File: src/rtl/tbvc_pkg.sv
package tbvc_pkg;

    localparam int RAW_W    = 12;
    localparam int SIZE_W   = 11;
    localparam int THR_W    = 16;
    localparam int SCR_W    = 10;
    localparam int IDLE_BITS = 16;
    localparam int CMP_W    = (IDLE_BITS > THR_W) ? IDLE_BITS : THR_W;
    localparam int MARGIN   = 20;
    localparam int LANES    = 2;

    // signed difference of two raw readings, signed usable span, product
    localparam int DIFF_W   = RAW_W + 1;
    localparam int SPAN_W   = SIZE_W + 1;
    localparam int PROD_W   = DIFF_W + SPAN_W;
    localparam int DVD_W    = PROD_W - 1;
    localparam int DIV_STEPS = DVD_W;
    localparam int STEP_W   = $clog2(DIV_STEPS);
    localparam int VAL_W    = DVD_W + 2;

    // floor(h / 3) as (h * THIRD_MUL) >> THIRD_SHIFT, exact for h below 2**SIZE_W
    localparam int THIRD_SHIFT = SIZE_W;
    localparam int THIRD_MUL   = (1 << THIRD_SHIFT) / 3 + 1;
    localparam int THIRD_MUL_W = THIRD_SHIFT;

    localparam int IN_W     = 2 * RAW_W;
    localparam int OUT_W    = 40;
    localparam int CFG_IDX_W = 4;
    localparam int CFG_DATA_W = 16;

    localparam logic [CFG_IDX_W-1:0] REG_RAW_LEFT      = 4'd0;
    localparam logic [CFG_IDX_W-1:0] REG_RAW_TOP       = 4'd1;
    localparam logic [CFG_IDX_W-1:0] REG_RAW_RIGHT     = 4'd2;
    localparam logic [CFG_IDX_W-1:0] REG_RAW_BOTTOM    = 4'd3;
    localparam logic [CFG_IDX_W-1:0] REG_SCREEN_WIDTH  = 4'd4;
    localparam logic [CFG_IDX_W-1:0] REG_SCREEN_HEIGHT = 4'd5;
    localparam logic [CFG_IDX_W-1:0] REG_DIM_AFTER     = 4'd6;
    localparam logic [CFG_IDX_W-1:0] REG_OFF_AFTER     = 4'd7;

    localparam logic [7:0] DUTY_FULL = 8'd255;
    localparam logic [7:0] DUTY_DIM  = 8'd20;
    localparam logic [7:0] DUTY_OFF  = 8'd0;

    typedef enum logic [1:0] {
        LIGHT_FULL = 2'd0,
        LIGHT_DIM  = 2'd1,
        LIGHT_OFF  = 2'd2
    } light_t;

    typedef enum logic [1:0] {
        METRIC_TEMP  = 2'd0,
        METRIC_HUMID = 2'd1,
        METRIC_PRESS = 2'd2
    } metric_t;

    typedef enum logic [2:0] {
        ST_IDLE,
        ST_SEL,
        ST_MUL,
        ST_DINIT,
        ST_DIV,
        ST_FIX,
        ST_COMMIT
    } state_t;

    typedef struct packed {
        logic [RAW_W-1:0]  raw_left;
        logic [RAW_W-1:0]  raw_top;
        logic [RAW_W-1:0]  raw_right;
        logic [RAW_W-1:0]  raw_bottom;
        logic [SIZE_W-1:0] screen_width;
        logic [SIZE_W-1:0] screen_height;
        logic [THR_W-1:0]  dim_after;
        logic [THR_W-1:0]  off_after;
    } cfg_t;

    typedef struct packed {
        logic load;
        logic mul;
        logic div_init;
        logic div_step;
        logic fix;
        logic commit;
    } cmd_t;

    typedef struct packed {
        logic touch;
        logic out_free;
    } sts_t;

    function automatic logic [7:0] duty_of(light_t l);
        logic [7:0] d;
        unique case (l)
            LIGHT_FULL: d = DUTY_FULL;
            LIGHT_DIM:  d = DUTY_DIM;
            LIGHT_OFF:  d = DUTY_OFF;
            default:    d = DUTY_FULL;
        endcase
        return d;
    endfunction

endpackage

File: src/rtl/tbvc_ctrl.sv
module tbvc_ctrl (
    input  logic          clk,
    input  logic          rst_n,
    input  logic          s_tvalid,
    output logic          s_tready,
    input  tbvc_pkg::sts_t sts,
    output tbvc_pkg::cmd_t cmd
);
    import tbvc_pkg::*;

    state_t            state_reg, state_next;
    logic [STEP_W-1:0] step_reg, step_next;

    always_ff @(posedge clk or negedge rst_n)
    begin
        if (!rst_n)
        begin
            state_reg <= ST_IDLE;
            step_reg  <= '0;
        end
        else
        begin
            state_reg <= state_next;
            step_reg  <= step_next;
        end
    end

    always_comb
    begin
        state_next = state_reg;
        step_next  = step_reg;
        cmd        = '0;
        s_tready   = 1'b0;
        unique case (state_reg)
            ST_IDLE:
            begin
                s_tready = 1'b1;
                if (s_tvalid)
                begin
                    cmd.load   = 1'b1;
                    state_next = ST_SEL;
                end
            end
            ST_SEL:
            begin
                state_next = sts.touch ? ST_MUL : ST_COMMIT;
            end
            ST_MUL:
            begin
                cmd.mul    = 1'b1;
                state_next = ST_DINIT;
            end
            ST_DINIT:
            begin
                cmd.div_init = 1'b1;
                step_next    = '0;
                state_next   = ST_DIV;
            end
            ST_DIV:
            begin
                cmd.div_step = 1'b1;
                step_next    = step_reg + 1'b1;
                if (step_reg == STEP_W'(DIV_STEPS - 1))
                begin
                    state_next = ST_FIX;
                end
            end
            ST_FIX:
            begin
                cmd.fix    = 1'b1;
                state_next = ST_COMMIT;
            end
            ST_COMMIT:
            begin
                // hold until the output register can take the result
                if (sts.out_free)
                begin
                    cmd.commit = 1'b1;
                    state_next = ST_IDLE;
                end
            end
            default:
            begin
                state_next = ST_IDLE;
            end
        endcase
    end

endmodule

File: src/rtl/tbvc_dp.sv
module tbvc_dp (
    input  logic                      clk,
    input  logic                      rst_n,
    input  tbvc_pkg::cfg_t            cfg,
    input  tbvc_pkg::cmd_t            cmd,
    output tbvc_pkg::sts_t            sts,
    input  logic                      in_touch,
    input  logic [tbvc_pkg::IN_W-1:0] in_data,
    output logic                      out_valid,
    input  logic                      out_ready,
    output logic [tbvc_pkg::OUT_W-1:0] out_data
);
    import tbvc_pkg::*;

    logic                     touch_reg;
    logic [RAW_W-1:0]         raw_reg  [LANES];
    logic [RAW_W-1:0]         lo       [LANES];
    logic [RAW_W-1:0]         hi       [LANES];
    logic [SIZE_W-1:0]        size     [LANES];

    logic signed [DIFF_W-1:0] diff     [LANES];
    logic signed [SPAN_W-1:0] span     [LANES];
    logic signed [PROD_W-1:0] prod     [LANES];
    logic signed [DIFF_W-1:0] den      [LANES];

    logic signed [PROD_W-1:0] prod_reg [LANES];
    logic [RAW_W-1:0]         den_reg  [LANES];
    logic                     qneg_reg [LANES];
    logic                     zero_reg [LANES];
    logic [DVD_W-1:0]         dvd_reg  [LANES];
    logic [RAW_W-1:0]         rem_reg  [LANES];
    logic [SCR_W-1:0]         scr_reg  [LANES];

    logic [PROD_W-1:0]        pmag     [LANES];
    logic [RAW_W:0]           trial    [LANES];
    logic                     fits     [LANES];
    logic signed [VAL_W-1:0]  qs       [LANES];
    logic signed [VAL_W-1:0]  val      [LANES];
    logic [SCR_W-1:0]         top      [LANES];
    logic [SCR_W-1:0]         clamped  [LANES];

    light_t                   light_reg;
    logic [IDLE_BITS-1:0]     idle_reg;
    logic                     detail_reg;
    metric_t                  metric_reg;

    light_t                   light_new;
    logic [IDLE_BITS-1:0]     idle_new;
    logic                     detail_new;
    metric_t                  metric_new;
    metric_t                  metric_pick;
    logic [IDLE_BITS-1:0]     idle_inc;
    logic [SIZE_W+THIRD_MUL_W-1:0] third_prod;
    logic [SCR_W-1:0]         row;
    logic [SCR_W:0]           row2;

    logic                     out_valid_reg;
    logic [OUT_W-1:0]         out_data_reg;
    logic [OUT_W-1:0]         out_pack;

    assign lo[0]   = cfg.raw_left;
    assign hi[0]   = cfg.raw_right;
    assign size[0] = cfg.screen_width;
    assign lo[1]   = cfg.raw_top;
    assign hi[1]   = cfg.raw_bottom;
    assign size[1] = cfg.screen_height;

    always_comb
    begin
        for (int i = 0; i < LANES; i++)
        begin
            diff[i]  = $signed({1'b0, raw_reg[i]}) - $signed({1'b0, lo[i]});
            span[i]  = $signed({1'b0, size[i]}) - $signed(SPAN_W'(2 * MARGIN));
            prod[i]  = diff[i] * span[i];
            den[i]   = $signed({1'b0, hi[i]}) - $signed({1'b0, lo[i]});
            pmag[i]  = prod_reg[i][PROD_W-1] ? PROD_W'(-prod_reg[i]) : PROD_W'(prod_reg[i]);
            trial[i] = {rem_reg[i], dvd_reg[i][DVD_W-1]};
            fits[i]  = trial[i] >= {1'b0, den_reg[i]};
            qs[i]    = qneg_reg[i] ? -$signed({2'b00, dvd_reg[i]})
                                   : $signed({2'b00, dvd_reg[i]});
            val[i]   = zero_reg[i] ? VAL_W'(MARGIN) : qs[i] + VAL_W'(MARGIN);
            if (size[i] == '0)
            begin
                top[i] = '0;
            end
            else if (size[i] > SIZE_W'(1 << SCR_W))
            begin
                top[i] = '1;
            end
            else
            begin
                top[i] = SCR_W'(size[i] - 1'b1);
            end
            priority if (val[i] < 0)
            begin
                clamped[i] = '0;
            end
            else if (val[i] > $signed({{(VAL_W-SCR_W){1'b0}}, top[i]}))
            begin
                clamped[i] = top[i];
            end
            else
            begin
                clamped[i] = SCR_W'(val[i]);
            end
        end
    end

    always_ff @(posedge clk)
    begin
        if (cmd.load)
        begin
            touch_reg  <= in_touch;
            raw_reg[0] <= in_data[RAW_W-1:0];
            raw_reg[1] <= in_data[2*RAW_W-1:RAW_W];
        end
        for (int i = 0; i < LANES; i++)
        begin
            if (cmd.mul)
            begin
                prod_reg[i] <= prod[i];
                den_reg[i]  <= den[i][DIFF_W-1] ? RAW_W'(-den[i]) : RAW_W'(den[i]);
                qneg_reg[i] <= prod[i][PROD_W-1] ^ den[i][DIFF_W-1];
                zero_reg[i] <= den[i] == '0;
            end
            if (cmd.div_init)
            begin
                dvd_reg[i] <= pmag[i][DVD_W-1:0];
                rem_reg[i] <= '0;
            end
            else if (cmd.div_step)
            begin
                // restoring step: shift in one dividend bit, subtract if it fits
                rem_reg[i] <= fits[i] ? RAW_W'(trial[i] - {1'b0, den_reg[i]})
                                      : RAW_W'(trial[i]);
                dvd_reg[i] <= {dvd_reg[i][DVD_W-2:0], fits[i]};
            end
            if (cmd.fix)
            begin
                scr_reg[i] <= clamped[i];
            end
        end
    end

    // screen third of the mapped y
    assign third_prod = cfg.screen_height * THIRD_MUL_W'(THIRD_MUL);
    assign row        = SCR_W'(third_prod >> THIRD_SHIFT);
    assign row2       = {row, 1'b0};
    assign idle_inc   = (idle_reg == '1) ? idle_reg : idle_reg + 1'b1;

    always_comb
    begin
        priority if (scr_reg[1] < row)
        begin
            metric_pick = METRIC_TEMP;
        end
        else if ({1'b0, scr_reg[1]} < row2)
        begin
            metric_pick = METRIC_HUMID;
        end
        else
        begin
            metric_pick = METRIC_PRESS;
        end

        light_new  = light_reg;
        idle_new   = idle_reg;
        detail_new = detail_reg;
        metric_new = metric_reg;
        if (touch_reg)
        begin
            idle_new  = '0;
            light_new = LIGHT_FULL;
            // a touch on a dark screen only wakes it
            if (light_reg != LIGHT_OFF)
            begin
                if (detail_reg)
                begin
                    detail_new = 1'b0;
                end
                else
                begin
                    detail_new = 1'b1;
                    metric_new = metric_pick;
                end
            end
        end
        else
        begin
            idle_new = idle_inc;
            priority if (CMP_W'(idle_inc) > CMP_W'(cfg.off_after))
            begin
                light_new = LIGHT_OFF;
            end
            else if (CMP_W'(idle_inc) > CMP_W'(cfg.dim_after))
            begin
                light_new = LIGHT_DIM;
            end
            else
            begin
                light_new = light_reg;
            end
        end

        out_pack = OUT_W'({touch_reg ? scr_reg[1] : SCR_W'(0),
                           touch_reg ? scr_reg[0] : SCR_W'(0),
                           touch_reg,
                           metric_new,
                           detail_new,
                           light_new != light_reg,
                           light_new,
                           duty_of(light_new)});
    end

    always_ff @(posedge clk or negedge rst_n)
    begin
        if (!rst_n)
        begin
            light_reg     <= LIGHT_FULL;
            idle_reg      <= '0;
            detail_reg    <= 1'b0;
            metric_reg    <= METRIC_TEMP;
            out_valid_reg <= 1'b0;
        end
        else
        begin
            if (cmd.commit)
            begin
                light_reg     <= light_new;
                idle_reg      <= idle_new;
                detail_reg    <= detail_new;
                metric_reg    <= metric_new;
                out_valid_reg <= 1'b1;
            end
            else if (out_ready)
            begin
                out_valid_reg <= 1'b0;
            end
        end
    end

    always_ff @(posedge clk)
    begin
        if (cmd.commit)
        begin
            out_data_reg <= out_pack;
        end
    end

    assign sts.touch    = touch_reg;
    assign sts.out_free = !out_valid_reg || out_ready;
    assign out_valid    = out_valid_reg;
    assign out_data     = out_data_reg;

endmodule

File: src/rtl/touch_backlight_view_controller_core.sv
// Touch backlight and view controller. Each s_axis item is one poll step; every
// step returns exactly one m_axis item with the backlight duty and mode, the view
// and metric, and for a touch the calibrated screen point. A step without touch
// goes straight from selection to commit. A touch runs both axes in parallel
// through a multiply stage and a 24-step restoring divider, one quotient bit per
// cycle; a new step is taken only once the last one has been committed.
// A finished result waits in the output register while the next step is taken.
// Configuration writes on cfg_* are always taken and are meant for an idle block.
module touch_backlight_view_controller_core (
    input  logic                           clk,
    input  logic                           rst_n,
    input  logic                           s_tvalid,
    output logic                           s_tready,
    input  logic [tbvc_pkg::IN_W-1:0]      s_tdata,   // raw_x[11:0], raw_y[23:12]
    input  logic                           s_tuser,   // cmd[0]: 1 touch
    output logic                           m_tvalid,
    input  logic                           m_tready,
    // duty[7:0], light_mode[9:8], light_changed[10], detail_view[11], metric[13:12],
    // touch_seen[14], screen_x[24:15], screen_y[34:25], zero[39:35]
    output logic [tbvc_pkg::OUT_W-1:0]     m_tdata,
    input  logic                           cfg_valid,
    output logic                           cfg_ready,
    input  logic [tbvc_pkg::CFG_IDX_W-1:0] cfg_index,
    input  logic [tbvc_pkg::CFG_DATA_W-1:0] cfg_data
);
    import tbvc_pkg::*;

    cfg_t cfg_reg;
    cmd_t cmd;
    sts_t sts;

    assign cfg_ready = 1'b1;

    always_ff @(posedge clk or negedge rst_n)
    begin
        if (!rst_n)
        begin
            cfg_reg.raw_left      <= RAW_W'(300);
            cfg_reg.raw_top       <= RAW_W'(300);
            cfg_reg.raw_right     <= RAW_W'(3800);
            cfg_reg.raw_bottom    <= RAW_W'(3800);
            cfg_reg.screen_width  <= SIZE_W'(320);
            cfg_reg.screen_height <= SIZE_W'(240);
            cfg_reg.dim_after     <= THR_W'(300);
            cfg_reg.off_after     <= THR_W'(2400);
        end
        else if (cfg_valid && cfg_ready)
        begin
            unique case (cfg_index)
                REG_RAW_LEFT:      cfg_reg.raw_left      <= cfg_data[RAW_W-1:0];
                REG_RAW_TOP:       cfg_reg.raw_top       <= cfg_data[RAW_W-1:0];
                REG_RAW_RIGHT:     cfg_reg.raw_right     <= cfg_data[RAW_W-1:0];
                REG_RAW_BOTTOM:    cfg_reg.raw_bottom    <= cfg_data[RAW_W-1:0];
                REG_SCREEN_WIDTH:  cfg_reg.screen_width  <= cfg_data[SIZE_W-1:0];
                REG_SCREEN_HEIGHT: cfg_reg.screen_height <= cfg_data[SIZE_W-1:0];
                REG_DIM_AFTER:     cfg_reg.dim_after     <= cfg_data[THR_W-1:0];
                REG_OFF_AFTER:     cfg_reg.off_after     <= cfg_data[THR_W-1:0];
                default:           cfg_reg               <= cfg_reg;
            endcase
        end
    end

    tbvc_ctrl u_ctrl (
        .clk      (clk),
        .rst_n    (rst_n),
        .s_tvalid (s_tvalid),
        .s_tready (s_tready),
        .sts      (sts),
        .cmd      (cmd)
    );

    tbvc_dp u_dp (
        .clk       (clk),
        .rst_n     (rst_n),
        .cfg       (cfg_reg),
        .cmd       (cmd),
        .sts       (sts),
        .in_touch  (s_tuser),
        .in_data   (s_tdata),
        .out_valid (m_tvalid),
        .out_ready (m_tready),
        .out_data  (m_tdata)
    );

    a_one_item_at_a_time: assert property (@(posedge clk) disable iff (!rst_n)
        s_tvalid && s_tready |=> !s_tready)
        else $error("item accepted while previous one still in work");

    a_no_touch_no_point: assert property (@(posedge clk) disable iff (!rst_n)
        m_tvalid && !m_tdata[14] |-> m_tdata[34:15] == '0)
        else $error("screen point reported without touch");

    a_duty_matches_mode: assert property (@(posedge clk) disable iff (!rst_n)
        m_tvalid |-> (m_tdata[9:8] == LIGHT_FULL && m_tdata[7:0] == DUTY_FULL)
                  || (m_tdata[9:8] == LIGHT_DIM && m_tdata[7:0] == DUTY_DIM)
                  || (m_tdata[9:8] == LIGHT_OFF && m_tdata[7:0] == DUTY_OFF))
        else $error("duty does not match backlight mode");

    a_touch_gives_full: assert property (@(posedge clk) disable iff (!rst_n)
        m_tvalid && m_tdata[14] |-> m_tdata[9:8] == LIGHT_FULL)
        else $error("touch did not restore full backlight");

endmodule
File: config.mk
export PLATFORM = sky130hd
export DESIGN_NAME = touch_backlight_view_controller_core
export DESIGN_NICKNAME = d
export VERILOG_FILES = /design/src/rtl/tbvc_pkg.sv /design/src/rtl/tbvc_ctrl.sv /design/src/rtl/tbvc_dp.sv /design/src/rtl/touch_backlight_view_controller_core.sv
export SDC_FILE = /design/constraint.sdc
export NUM_CORES = 2
export LEC_CHECK = 0
export CAP_MARGIN = 20
export CORE_MARGIN = 2
export CORE_UTILIZATION = 45
export DETAILED_ROUTE_END_ITERATION = 10
export DONT_BUFFER_PORTS = 1
export PLACE_DENSITY = 0.71
export SYNTH_ARGS = -nofsm -noshare
export SYNTH_HDL_FRONTEND = slang
export SYNTH_SLANG_ARGS = --single-unit
File: constraint.sdc
create_clock -name clk -period 8.8 [get_ports clk]
set_input_delay 1.76 -clock clk [delete_from_list [all_inputs] [get_ports clk]]
set_output_delay 1.76 -clock clk [all_outputs]
set_load 0.01 [all_outputs]
### After elaboration in Yosys (flattened, before gate mapping)

Memories as Yosys holds them, arrays and structs flattened. A register that Yosys moved wholly into a read port is not among the register bits.
Index checks and enable logic that the tools add are counted.
Widths: inputs -> output; s select.

| word-level totals | value |
|---|---|
| memories | 8 |
| word-level logic and storage cells | 173 |
| register bits after elaboration | 168 |
| output and inout port bits | 43 |
| RAM bits | 194 |

| cells by class | value |
|---|---|
| $mul | 3 |
| $lt $le $gt $ge | 12 |
| reduce and logical (&&, ||, !) cells | 20 |
| equal/unequal tests | 22 |
| multiplexer cells | 64 |
| bitwise logic cells | 6 |
| add/subtract/negate cells | 20 |

Memories:

| name | words | width | rd ports | clocked after memory_dff | wr ports | RTL line | source |
|---|---|---|---|---|---|---|---|
| u_dp.prod_reg | 2 | 25 | 2 | 0 | 2 | tbvc_dp.sv:26 | `logic signed [PROD_W-1:0] prod_reg [LANES];` |
| u_dp.dvd_reg | 2 | 24 | 2 | 0 | 2 | tbvc_dp.sv:30 | `logic [DVD_W-1:0] dvd_reg [LANES];` |
| u_dp.den_reg | 2 | 12 | 2 | 0 | 2 | tbvc_dp.sv:27 | `logic [RAW_W-1:0] den_reg [LANES];` |
| u_dp.raw_reg | 2 | 12 | 2 | 0 | 2 | tbvc_dp.sv:16 | `logic [RAW_W-1:0] raw_reg [LANES];` |
| u_dp.rem_reg | 2 | 12 | 2 | 0 | 2 | tbvc_dp.sv:31 | `logic [RAW_W-1:0] rem_reg [LANES];` |
| u_dp.scr_reg | 2 | 10 | 2 | 1 | 2 | tbvc_dp.sv:32 | `logic [SCR_W-1:0] scr_reg [LANES];` |
| 2 more memories | -- | -- | -- | -- | -- | -- |  |

Operators with widths:

| operator | count |
|---|---|
| $mux 26 | 4 |
| $mux 24 | 4 |
| $mux 10 | 8 |
| $mux 12 | 6 |
| $add 26x6->26 const B | 2 |
| $gt 26x11->1 | 2 |
| $lt 26x1->1 const B | 2 |
| $neg 24->26 | 2 |
| $sub 12x12->13 | 4 |
| $mul 13x12->25 | 2 |
| $neg 24->24 | 2 |
| $gt 16x16->1 | 2 |
| $mux 16 | 2 |
| $ge 13x12->1 | 2 |
| $logic_not 13->1 | 2 |
| $mux 1 | 25 |
| $neg 12->12 | 2 |
| $sub 11x6->12 const B | 2 |
| $sub 12x12->12 | 2 |
| $gt 11x11->1 const B | 2 |
| $logic_not 11->1 | 2 |
| $mul 11x10->21 const B | 1 |
| $pmux 3 s7 | 1 |
| $sub 10x1->10 const B | 2 |
| 30 further kinds | 62 |

### Depth between registers and ports, before layout

| logic depth | value |
|---|---|
| depth after elaboration | 8 |
| mapped depth | 34 |

### Modules after synthesis

From an unflattened synthesis, not the netlist that was laid out.

| unflattened totals | value |
|---|---|
| cells, all modules | 3851 |
| area total of the unflattened synthesis | 36831.6 sq um |

Modules (own cells, without submodules):

| module | instances | area each (sq um) | sequential area each (sq um) | cells each |
|---|---|---|---|---|
| tbvc_dp | 1 | 32456.1 | 7277.0 | 3578 |
| touch_backlight_view_controller_core | 1 | 3915.0 | 2597.5 | 226 |
| tbvc_ctrl | 1 | 460.4 | 200.2 | 47 |

### Worst setup path before layout

OpenSTA, ideal clock, no wires.

| path | value |
|---|---|
| path kind | register to register |
| from | reg cfg_reg[90] in the netlist's numbering |
| to | mem u_dp.qneg_reg[0][0], data pin |
| slack | 0.465 ns |
| period minus slack after synthesis | 8.335 ns |
| stages on the path, launching flop included | 30 |
| data arrival time | 8.063 ns |
| setup time | 0.273 ns |
| required time | 8.527 ns |
| cells stage by stage | dfrtp_1 -> ha_1 -> fa_1 -> nor2b_1 -> o21ai_0 -> a21boi_0 -> o21ai_0 -> a21boi_1 -> o21ai_0 -> a21boi_0 -> o21a_1 -> o211a_1 -> clkbuf_1 -> nor3_1 -> fa_1 -> inv_1 -> fa_1 -> fa_1 -> inv_1 -> fa_1 -> inv_1 -> fa_1 -> inv_1 -> ha_1 -> a21o_1 -> a21oi_1 -> or4b_2 -> a31oi_1 -> xnor2_1 -> xor2_1 |

RTL lines:

| item | RTL line | source |
|---|---|---|
| start: declaration | touch_backlight_view_controller_core.sv:28 | `cfg_t cfg_reg;` |
| start signal: assignment | touch_backlight_view_controller_core.sv:58 | `default: cfg_reg <= cfg_reg;` |
| end: declaration | tbvc_dp.sv:28 | `logic qneg_reg [LANES];` |

==> results_dict.tcl <==
set metrics [dict create \
    outcome "finished clean" \
    crit_fanout 12 \
    antenna_found_initial 5 \
    core_mm2 0.08237 \
    crit_start "cfg_reg[91]" \
    synth_warnings 0 \
    path_buf_inv 5 \
    synth_edf_count 224 \
    clk_latency_ns 0.59 \
    largest_register_ffs 102 \
    routedWlPerCell_um 18.31 \
    synth_xor_area_share_pct 5.696 \
    cts_tree "yes" \
    synth_cells 4036 \
    drt_iter0_drc 2145 \
    min_period_ns 8.327 \
    cts_max_level 2 \
    relSlewSlack_pct 31.28 \
    clk_pin_slew_ns 0.06 \
    final.setup.tns_ns 0 \
    hold_path.class "reg2reg" \
    start_util_pct 45.54 \
    nNetsFinal 4690 \
    grt_pass1_vias 27840 \
    clock_skew_ns 0.02712 \
    firstDrtPassIters 6 \
    ys_async_sr_fraction_pct 37.08 \
    synth_seq_cells 356 \
    avgSynthCellArea_um2 9.295 \
    hold_start "u_dp.metric_reg[1]" \
    crit_family "adder cells" \
    drtAntennaViolNets 0 \
    max_cap_violations 0 \
    setup_viol 0 \
    vias 28070 \
    area_growth_pct 7.437 \
    drv_slew 0 \
    post_drt_via_cell_ratio 5.512 \
    synth_mux_area_share_pct 3.602 \
    drive_gt1_share_pct 7.713 \
    root_buffer "clkbuf_16" \
    cts_hold_buf 0 \
    period_share_pct 94.63 \
    port_buffers 0 \
    die-area_mm2 0.08569 \
    synth_top_family_by_area "adder cells" \
    track_usage_pct 21.92 \
    cp_slowest_cell "or4b_2" \
    grt-ovfl-total 0 \
    synth.distinct_cells 99 \
    clockBufferDepth 3 \
    cts_buffers 45 \
    dp_hpwl_mm 71.45 \
    rows 105 \
    synth-simple-area-share_pct 16.31 \
    die_w_um 292.7 \
    n_fill_cell 7503 \
    rsz0062_at_grt "no" \
    drc_errors 0 \
    crit_type "reg2reg" \
    ios 93 \
    required_ns 9.11 \
    grt_pass1_wl_mm 149.1 \
    die_y_um 292.7 \
    grt_max_degree 133 \
    clock-sinks 356 \
    gp_congestion 0.9160 \
    critPathArrivalTime_ns 8.63 \
    synth-compound-area-share_pct 10.99 \
    worstMarginPinSlew_ns 1.031 \
    r2r_start "cfg_reg[91]" \
    cpMostUsedCell "fa_1" \
    cp-end-kind "register" \
    synth_flop_cell "edfxtp_1" \
    syn-cell-area_mm2 0.03752 \
    synth-adder-area-share_pct 28.57 \
    setup.worst_path.start_class "register" \
    hold_violations 0 \
    routed_wl_mm 93.21 \
    yosysSeqAreaShare_pct 26.85 \
    fmax_mhz 120.1 \
    critPathMaxStageDelay_ns 0.65 \
]
[cell type report]
| class | count | area [µm²] | share of cell area, % |
|---|---|---|---|
| sequential | 356 | 10070 | 25.00 |
| inverter | 609 | 2286 | 5.671 |
| clock buffer | 60 | 1339 | 3.322 |
| timing repair buffer | 61 | 465.4 | 1.155 |
| antenna | 3 | 7.507 | 0.01863 |
| clock inverter | 23 | 225.2 | 0.5588 |
| multi-input combinational | 2910 | 24570 | 60.96 |
| tap | 1070 | 1339 | 3.322 |
[worst min-delay path, stage by stage, from the launching register on]
cell	delay, ns
dfrtp_1	0.35
nand2_1	0.05
o31ai_1	0.05
[cell usage in the layout, fill, tap and decap left out, types with 36 or more instances in the layout]
cell,Yosys,layout
a21oi_1,108,108
and2_1,63,61
buf_4,12,60
clkbuf_16,0,50
dfrtp_1,96,96
dfstp_2,36,36
edfxtp_1,224,224
fa_1,330,330
ha_1,327,327
inv_1,601,599
mux2_2,68,68
mux2i_1,57,57
nand2_1,358,358
nand2b_1,74,74
nand3_1,65,65
nor2_1,255,254
nor2b_1,72,71
nor3_1,132,130
o21ai_0,232,229
o31ai_1,36,36
or3_1,64,64
xnor2_1,138,137
xor2_1,106,106
[cells in the mapped netlist, drive strengths merged (7+ instances only)]
| cell | number | area, µm² |
|---|---|---|
| inv | 604 | 2267 |
| nand2 | 358 | 1344 |
| fa | 330 | 6606 |
| ha | 327 | 4091 |
| nor2 | 255 | 957.2 |
| o21ai | 236 | 1181 |
| edfxtp | 224 | 6726 |
| xnor2 | 138 | 1209 |
| clkbuf | 133 | 499.2 |
| nor3 | 132 | 660.6 |
| a21oi | 108 | 540.5 |
| xor2 | 106 | 928.4 |
| dfrtp | 96 | 2402 |
| nand2b | 74 | 462.9 |
| nor2b | 72 | 450.4 |
| mux2 | 69 | 780.7 |
| nand3 | 65 | 325.3 |
| or3 | 64 | 400.4 |
| and2 | 63 | 394.1 |
| mux2i | 57 | 570.6 |
| dfstp | 36 | 945.9 |
| o21a | 36 | 270.3 |
| o31ai | 36 | 270.3 |
| a21o | 34 | 255.2 |
| buf | 32 | 200.2 |
| nand4 | 32 | 215.2 |
| a21boi | 23 | 183.9 |
| or2 | 21 | 131.4 |
| a31oi | 18 | 112.6 |
| and3 | 18 | 112.6 |
| nor4 | 18 | 118.9 |
| o41ai | 17 | 156.4 |
| or4 | 17 | 135.1 |
| o211ai | 16 | 125.1 |
| nor3b | 13 | 102.6 |
| a211oi | 12 | 90.09 |
| a32oi | 9 | 78.83 |
| a221oi | 8 | 76.32 |
| a22o | 8 | 70.07 |
| nand3b | 8 | 60.06 |
| nor4b | 8 | 91.33 |
| o21bai | 7 | 52.55 |
[logic make-up (layout without fill, tap and decap cells)]
| logic type | after synthesis | after routing |
|---|---|---|
| AOI/OAI and AO/OA | 640 | 640 |
| xor gates and xnor gates | 244 | 244 |
| adders and majority gates | 659 | 659 |
| buffers and inverters | 774 | 753 |
| DFF | 356 | 356 |
| muxes | 126 | 126 |
| other | 2 | 9 |
| and+or+nand+nor | 1235 | 1235 |
[per-stage QoR]
stage                     area, µm²  utilization, %  hold slack, ns  instances  worst slack, ns
after floorplan               37530               -          0.4421       4040           0.4647
after global placement        38690           46.97          0.4609       5004           0.3569
after detailed placement      38690           46.97          0.4751       5004           0.1173
after CTS                     40250           48.87          0.4925       5087          0.07112
after global routing          40300           48.92          0.5164       5089          0.03662
final                         40310           48.93          0.4858       5092           0.4727
[per-layer routing]
| metal | GRT usage [%] | wire length [µm] | part of all wire (%) | vias to the layer above |
|---|---|---|---|---|
| met5 | 0 | 0 | 0 | - |
| met4 | 6.304 | 2519 | 2.7 | 0 |
| met3 | 4.204 | 7298 | 7.8 | 152 |
| met2 | 35.86 | 42890 | 46 | 855 |
| met1 | 29.60 | 40510 | 43 | 13600 |
| li1 | - | - | - | 13460 |
[final timing paths]
path	to	slack, ns	cells after the start
setup / recovery	u_dp.qneg_reg[0][0]	0.47	30
setup reg to reg	u_dp.qneg_reg[0][0]	0.47	30
max in group asynchronous	cfg_reg[73]	7.52	0
hold reg to reg	u_dp.metric_reg[1]	0.49	2
min in group asynchronous	cfg_reg[34]	0.87	0
hold / removal	u_dp.metric_reg[1]	0.49	2
[repair_timing]
item	4_1_cts	5_1_grt
endpoints found under the setup margin	0	4
endpoints found under the hold margin	0	0
resized for setup	0	13
setup buffers	0	1
Power is not shown: default switching activity piles up to over one toggle a cycle in this logic, so the estimate is an artifact.
